### src/hw/rtl/jfp_pkg.sv
package jfp_pkg;

  localparam int FRAME_BYTES        = 8;
  localparam int BUTTON_FRAME_BYTES = 3;
  localparam int POS_W              = $clog2(FRAME_BYTES + 1);

  localparam int ASCII_ZERO   = 48;
  localparam int STICK_OFFSET = 200;
  localparam int STICK_LIMIT  = 100;
  // (a-48)*100 + (b-48)*10 + (c-48) - 200 == a*100 + b*10 + c - DIGIT_BIAS
  localparam int DIGIT_BIAS   = ASCII_ZERO * 111 + STICK_OFFSET;

  localparam logic [7:0] LETTER_FIRST = 8'h41;  // 'A'
  localparam logic [7:0] LETTER_LAST  = 8'h4C;  // 'L'

  // register index taken from paddr[2]
  localparam logic REG_START_CODE = 1'b0;
  localparam logic REG_END_CODE   = 1'b1;

  localparam logic [7:0] START_CODE_RST = 8'h02;
  localparam logic [7:0] END_CODE_RST   = 8'h03;

endpackage

### src/hw/rtl/jfp_digits3.sv
module jfp_digits3 (
  input  logic [7:0]        hundreds,
  input  logic [7:0]        tens,
  input  logic [7:0]        ones,
  output logic signed [7:0] value,
  output logic              in_range
);

  logic [14:0]        sum;
  logic signed [15:0] diff;

  // max 255*111 = 28305, fits 15 bits
  assign sum  = 15'(hundreds) * 15'd100 + 15'(tens) * 15'd10 + 15'(ones);
  assign diff = signed'({1'b0, sum}) - 16'(jfp_pkg::DIGIT_BIAS);

  assign in_range = (diff >= -16'(jfp_pkg::STICK_LIMIT)) &&
                    (diff <= 16'(jfp_pkg::STICK_LIMIT));
  assign value    = diff[7:0];

endmodule

### src/hw/rtl/joystick_frame_parser.sv
// An accepted input item passes the input register, then parse logic into the result
// register. Throughput: one item per cycle while the result channel is not stalled;
// the result register frees as it is taken.
// Reset (rst, synchronous): pipeline empty, frame position, buttons and stick values
// cleared, start_code = 0x02, end_code = 0x03.
module joystick_frame_parser (
  input  logic              clk,
  input  logic              rst,
  // input channel
  input  logic              in_valid,
  output logic              in_stall,
  input  logic [7:0]        rx_byte,
  // result channel
  output logic              out_valid,
  input  logic              out_stall,
  output logic [2:0]        frame_len,
  output logic signed [7:0] joy_x,
  output logic signed [7:0] joy_y,
  output logic [5:0]        buttons,
  // configuration
  input  logic              psel,
  input  logic              penable,
  input  logic              pwrite,
  input  logic [2:0]        paddr,
  input  logic [31:0]       pwdata,
  output logic [31:0]       prdata,
  output logic              pready
);

  localparam int PW = jfp_pkg::POS_W;

  logic [7:0] start_code;
  logic [7:0] end_code;

  logic       in_full;
  logic [7:0] byte_q;
  logic       advance;

  logic [PW-1:0]     frame_pos;
  logic [PW-1:0]     frame_pos_next;
  logic [7:0]        frame_buf [1:jfp_pkg::FRAME_BYTES-2];
  logic              buf_wr;
  logic [5:0]        button_bits;
  logic [5:0]        button_bits_next;
  logic signed [7:0] stick_x;
  logic signed [7:0] stick_x_next;
  logic signed [7:0] stick_y;
  logic signed [7:0] stick_y_next;
  logic [2:0]        len_next;

  logic signed [7:0] dec_x;
  logic signed [7:0] dec_y;
  logic              x_ok;
  logic              y_ok;

  // ---- configuration port
  assign pready = 1'b1;
  assign prdata = (paddr[2] == jfp_pkg::REG_END_CODE) ? {24'd0, end_code}
                                                      : {24'd0, start_code};

  always_ff @(posedge clk) begin
    if (rst) begin
      start_code <= jfp_pkg::START_CODE_RST;
      end_code   <= jfp_pkg::END_CODE_RST;
    end else if (psel && penable && pwrite && pready) begin
      case (paddr[2])
        jfp_pkg::REG_START_CODE: start_code <= pwdata[7:0];
        jfp_pkg::REG_END_CODE:   end_code   <= pwdata[7:0];
        default: ;
      endcase
    end
  end

  // ---- handshake
  assign advance  = in_full && (!out_valid || !out_stall);
  assign in_stall = in_full && !advance;

  always_ff @(posedge clk) begin
    if (rst) begin
      in_full   <= 1'b0;
      out_valid <= 1'b0;
    end else begin
      if (!in_stall) begin
        in_full <= in_valid;
      end
      if (advance) begin
        out_valid <= 1'b1;
      end else if (!out_stall) begin
        out_valid <= 1'b0;
      end
    end
  end

  always_ff @(posedge clk) begin
    if (in_valid && !in_stall) begin
      byte_q <= rx_byte;
    end
  end

  // ---- stick decode from the held number bytes
  jfp_digits3 u_dec_x (
    .hundreds (frame_buf[1]),
    .tens     (frame_buf[2]),
    .ones     (frame_buf[3]),
    .value    (dec_x),
    .in_range (x_ok)
  );

  jfp_digits3 u_dec_y (
    .hundreds (frame_buf[4]),
    .tens     (frame_buf[5]),
    .ones     (frame_buf[6]),
    .value    (dec_y),
    .in_range (y_ok)
  );

  // ---- parse step
  always_comb begin
    logic [7:0] idx;
    logic [2:0] bit_sel;
    frame_pos_next   = frame_pos;
    button_bits_next = button_bits;
    stick_x_next     = stick_x;
    stick_y_next     = stick_y;
    len_next         = 3'd0;
    buf_wr           = 1'b0;
    idx              = frame_buf[1] - jfp_pkg::LETTER_FIRST;
    bit_sel          = idx[3:1];

    if (frame_pos == '0 && byte_q == start_code) begin
      frame_pos_next = PW'(1);
    end else if (frame_pos != '0 && frame_pos < PW'(jfp_pkg::FRAME_BYTES)) begin
      buf_wr         = (frame_pos <= PW'(jfp_pkg::FRAME_BYTES - 2));
      frame_pos_next = frame_pos + PW'(1);
      if (byte_q == end_code) begin
        // frame closes; length minus one equals the old position
        len_next       = frame_pos[2:0];
        frame_pos_next = '0;
        if (frame_pos == PW'(jfp_pkg::BUTTON_FRAME_BYTES - 1)) begin
          if (frame_buf[1] >= jfp_pkg::LETTER_FIRST &&
              frame_buf[1] <= jfp_pkg::LETTER_LAST) begin
            if (!idx[0]) begin
              button_bits_next = button_bits | (6'd1 << bit_sel);
            end else begin
              button_bits_next = button_bits & ~(6'd1 << bit_sel);
            end
          end
        end else if (frame_pos == PW'(jfp_pkg::FRAME_BYTES - 1)) begin
          if (x_ok && y_ok) begin
            stick_x_next = dec_x;
            stick_y_next = dec_y;
          end
        end
      end
    end else begin
      // idle non-start byte or overflow byte
      frame_pos_next = '0;
    end
  end

  always_ff @(posedge clk) begin
    if (rst) begin
      frame_pos   <= '0;
      button_bits <= '0;
      stick_x     <= '0;
      stick_y     <= '0;
    end else if (advance) begin
      frame_pos   <= frame_pos_next;
      button_bits <= button_bits_next;
      stick_x     <= stick_x_next;
      stick_y     <= stick_y_next;
    end
  end

  always_ff @(posedge clk) begin
    if (advance && buf_wr) begin
      frame_buf[frame_pos[2:0]] <= byte_q;
    end
  end

  // result register
  always_ff @(posedge clk) begin
    if (advance) begin
      frame_len <= len_next;
      joy_x     <= stick_x_next;
      joy_y     <= stick_y_next;
      buttons   <= button_bits_next;
    end
  end

endmodule
### config.mk
export PLATFORM = sky130hd
export DESIGN_NAME = joystick_frame_parser
export DESIGN_NICKNAME = d
export VERILOG_FILES = /design/src/hw/rtl/jfp_pkg.sv /design/src/hw/rtl/jfp_digits3.sv /design/src/hw/rtl/joystick_frame_parser.sv
export SDC_FILE = /design/constraint.sdc
export NUM_CORES = 1
export LEC_CHECK = 0
export BUFFER_PORTS_ARGS = -buffer_cell sky130_fd_sc_hd__buf_2
export CAP_MARGIN = 0
export CORE_MARGIN = 2
export CORE_UTILIZATION = 60
export CTS_BUF_LIST = sky130_fd_sc_hd__clkbuf_2 sky130_fd_sc_hd__clkbuf_4 sky130_fd_sc_hd__clkbuf_8
export CTS_CLUSTER_SIZE = 12
export DETAILED_ROUTE_END_ITERATION = 16
export PLACE_DENSITY = 0.78
export SYNTH_ARGS = -nofsm -noshare
export SYNTH_HDL_FRONTEND = slang
export SYNTH_HIERARCHICAL = 1
export SYNTH_SLANG_ARGS = --single-unit
### constraint.sdc
create_clock -name clk -period 7.3 [get_ports clk]
set_input_delay 0.73 -clock clk [delete_from_list [all_inputs] [get_ports clk]]
set_output_delay 0.73 -clock clk [all_outputs]
set_load 0.005 [all_outputs]
==> results.txt <==
The total area inside the core boundary comes to 15090 sq um. For this design the static power due to leakage is 4.386 nW. The longest clock path from root to sink contains 2 buffers. The tree is rooted in a sky130_fd_sc_hd__clkbuf_8. After synthesis, the largest area contributor takes up 26.48% of total cell area. In the final routed layout, each cell accounts on average for 15.54 microns. The routed layout has 6384 vias. STA puts the critical path data arrival time at 6.84 ns. For the worst-skew pair, the clock arrives at the later sink with an insertion delay of 0.44 ns. For the largest clock skew in the final design, the log shows 0.01603 ns. The clock-pin slew reported for the worst setup and hold paths after clock tree synthesis was 0.07 ns; the number of max-cap violations was 0. The number of filler instances in the final layout came out at 1207. Once the floorplan was initialized, standard cells occupied 60.87% of the core. For the number of gates resized after CTS, the log shows 0. The commonest cells after synthesis are 122 x sky130_fd_sc_hd__ha_1, 81 x sky130_fd_sc_hd__edfxtp_1, 58 x sky130_fd_sc_hd__inv_1, 58 x sky130_fd_sc_hd__nand2_1, 54 x sky130_fd_sc_hd__nor2_1. The finished layout holds 1129 standard cells, fillers aside. The tools report the die area as 16310 sq um. Of the synthesized area, sequential elements account for 36.07%. After layout, the worst path uses 91.16% of the clock period. The first global-routing pass estimated 29.60 mm of wire. The post-cts hold buffer count is 0, and the final standard cell utilization of the core is 65.78%. Critical path startpoint category: a flip-flop. Global routing used 22.84% of the available tracks across all layers. After detailed routing, the number of vias per cell comes to 5.655. The area growth from synthesis to layout is 8.064%.

The run gives 17 as the total clock buffers created by CTS. In this run the post-CTS setup repair buffer count came out at 0. The cell area that synthesis handed to floorplanning was 9185 sq um. TritonCTS built the clock tree. For this run, design rule violations remaining after detail routing come to 0. The largest area contributor in the synthesized netlist was sky130_fd_sc_hd__edfxtp_1. The wire-length estimate of the detail-placed layout is 13.27 mm. The repair_antennas step left the layout with diodes totalling 0.

The share of synthesized flip-flops with an asynchronous set or reset is 0%, and the ratio of cells with drive above 1 in the final layout is 15.62%. The logs give 1097 for the placed cell count and 1122 for the post-layout net count. Of all nets on the critical path, the largest fanout is 16. The power density relative to cell area is 150.1 nW/um^2, and the number of H-tree levels is 4.

The slew at the pin closest to its max-slew limit is 1.360 ns. The tools report the maximum vdd ir drop as 0.1359 mV. The via count of the first global-routing pass was 6250.

The I/O pin count came out at 110. The flow ran to the end, and the final reports show no timing, DRC or antenna violations. The floorplan row count was 45; the synthesis-stage register bit count was 125. Library cell with the highest instance count after synthesis: sky130_fd_sc_hd__ha_1. In this run, synthesis inferred 81 flip-flops with an integrated enable.

For this block, the initial DRC count from the detailed router was 505. The time the final worst path needs with I/O delays and setup was 6.654 ns; the number of max-slew violations in the final report was 0. Global routing finished with a remaining overflow of 0. After routing the design area is 9926 sq um.

The tools report the hold violation total from the final report as 0. For the cell count after synthesis, the log shows 871. The routed design has 17.55 mm of wire. Chip width: 127.7 microns. The tools report the multi-input logic area as 5420 sq um. Ranked by total cell area, the synthesized netlist is headed by sky130_fd_sc_hd__edfxtp_1 26%, sky130_fd_sc_hd__ha_1 17%, sky130_fd_sc_hd__dfxtp_1 9.6%. The tools report the total chip power as 1.490 mW. Setup repair after global routing left no endpoint under its margin.

For this run, the leading register cell type out of synthesis is sky130_fd_sc_hd__edfxtp_1. For the highest achievable clock rate, the log shows 150.3 MHz. The tools report the iteration count of the initial detailed-routing pass as 4. Summing all flip-flop and latch instances after layout gives 3313 sq um. The required time of the worst setup path was 7.48 ns. Setup violations remaining at the end of the flow were counted as 0. The worst setup path is captured at a flip-flop. The run gives 0 as the number of antenna violations at the first check in global routing. The die height was 127.7 microns. The maximum number of pins on one net before global-route repair is 46, and the number of warnings reported in the yosys synthesis log is 6. The detail route stage leaves a number of antenna-violating nets equal to 0.

In this run the tool buffered the top-level ports with 58 buffer cells. The critical path in this run is classified as flip-flop to flip-flop. The min-delay analysis places its worst path in the category primary input to flip-flop. Averaged over all synthesized cells, the footprint is 10.55 sq um. Summed over all failing endpoints, the final setup total negative slack is 0 ns. For the number of distinct library cells after synthesis, the log shows 79. For the routability congestion estimate, the log shows 0.8573. Once placement finished, the instance area stood at 9507 sq um. The total clock sinks is 125, and the worst slew margin relative to its limit is 9.159%.
-- area by class of cell --
type / instances / share of cell area [%]
clock inverter: 13 / 1.588
multi-input combinational: 664 / 54.61
tap: 188 / 2.370
timing repair buffer: 62 / 3.227
inverter: 58 / 2.193
sequential: 125 / 33.38
clock buffer: 19 / 2.635
-- metrics by stage --
step	hold WS [ns]	worst slack [ns]
CTS	0.4512	0.6368
detailed placement	0.4694	0.6710
finish	0.4711	0.6456
global route	0.4394	0.2900
floorplan	0.4446	1.386
global placement	0.4572	0.7701
-- flip-flops by register name, summed over array words and instances (netlist names) --
register,flops
in_full,1
out_valid,1
end_code,8
stick_y,8
stick_x,8
joy_x,8
buttons,6
joy_y,8
frame_pos,4
start_code,8
button_bits,6
byte_q,8
frame_len,3
frame_buf,48
-- layout by cell type (no fill, tap or decap), types with 4 or more instances in the layout --
cell,count
sky130_fd_sc_hd__a211oi_1,11
sky130_fd_sc_hd__ha_1,122
sky130_fd_sc_hd__nand4_1,6
sky130_fd_sc_hd__mux2_2,30
sky130_fd_sc_hd__inv_6,4
sky130_fd_sc_hd__edfxtp_1,81
sky130_fd_sc_hd__nand2b_1,8
sky130_fd_sc_hd__xor2_1,21
sky130_fd_sc_hd__buf_2,58
sky130_fd_sc_hd__or3_1,9
sky130_fd_sc_hd__nand2_1,58
sky130_fd_sc_hd__nand3b_1,4
sky130_fd_sc_hd__nor4b_1,5
sky130_fd_sc_hd__a21o_1,14
sky130_fd_sc_hd__xnor2_1,46
sky130_fd_sc_hd__o21ai_0,18
sky130_fd_sc_hd__fa_1,22
sky130_fd_sc_hd__inv_1,58
sky130_fd_sc_hd__o2111ai_1,4
sky130_fd_sc_hd__buf_4,4
sky130_fd_sc_hd__nor2_1,54
sky130_fd_sc_hd__nor3b_1,5
sky130_fd_sc_hd__o21a_1,11
sky130_fd_sc_hd__nor2b_1,8
sky130_fd_sc_hd__conb_1,25
sky130_fd_sc_hd__clkbuf_8,19
sky130_fd_sc_hd__nor3_1,13
sky130_fd_sc_hd__mux2i_1,18
sky130_fd_sc_hd__dfxtp_1,44
sky130_fd_sc_hd__or2_2,6
sky130_fd_sc_hd__nor4_1,13
sky130_fd_sc_hd__nand3_1,19
sky130_fd_sc_hd__o211ai_1,5
sky130_fd_sc_hd__o21bai_1,7
sky130_fd_sc_hd__a21oi_1,40
-- logic make-up (layout without fill, tap and decap cells) --
logic type | count (synthesis) | after routing | share of synthesized area [%]
xor+xnor | 67 | 67 | 6.389
other cells | 2 | 25 | 0.08176
simple gates | 231 | 231 | 13.20
fa+ha+maj | 144 | 144 | 21.41
compound gates | 149 | 149 | 11.35
mux | 48 | 48 | 5.639
flops | 125 | 125 | 36.07
buf+inv | 105 | 152 | 5.857
-- critical path, cell delays in order, from the launching register on --
cell                        delay [ns]
sky130_fd_sc_hd__edfxtp_1         0.51
sky130_fd_sc_hd__ha_1             0.33
sky130_fd_sc_hd__ha_1             0.29
sky130_fd_sc_hd__ha_1             0.32
sky130_fd_sc_hd__fa_1             0.58
sky130_fd_sc_hd__fa_1             0.42
sky130_fd_sc_hd__ha_1             0.37
sky130_fd_sc_hd__and3_1           0.20
sky130_fd_sc_hd__a221o_1          0.33
sky130_fd_sc_hd__a21oi_2          0.25
sky130_fd_sc_hd__o211ai_1         0.15
sky130_fd_sc_hd__a2111oi_2        0.32
sky130_fd_sc_hd__o311ai_0         0.21
sky130_fd_sc_hd__or3_1            0.36
sky130_fd_sc_hd__a221oi_2         0.42
sky130_fd_sc_hd__nand4_1          0.16
sky130_fd_sc_hd__or3_1            0.74
sky130_fd_sc_hd__mux2_2           0.42
-- power by group --
group          total, mW  internal, mW  switching, mW  leakage (nW)
sequential         0.776         0.762         0.0138          1.11
clock              0.640         0.357          0.283         0.215
combinational     0.0737        0.0302         0.0435          3.06
total               1.49          1.15          0.340          4.39
-- worst paths after layout --
path	startpoint	end	slack (ns)	depth (start not counted)
worst max-delay path	frame_buf[1][2]$_DFFE_PP_	joy_x[2]$_DFFE_PP_	0.65	17
worst min-delay path	rx_byte[3]	byte_q[3]$_DFFE_PP_	0.47	1
worst max register to register	frame_buf[1][2]$_DFFE_PP_	joy_x[2]$_DFFE_PP_	0.65	17
worst min register to register	button_bits[3]$_SDFFE_PP0P_	button_bits[3]$_SDFFE_PP0P_	0.48	2
-- layer usage --
layer	part of all wire, %	up-vias	GRT usage [%]
met2	47	136	37.53
li1	-	3221	-
met3	3.1	28	3.881
met1	47	2999	30.04
met5	0	-	0
met4	2.3	0	9.761
(Power assumes the default switching activity.)
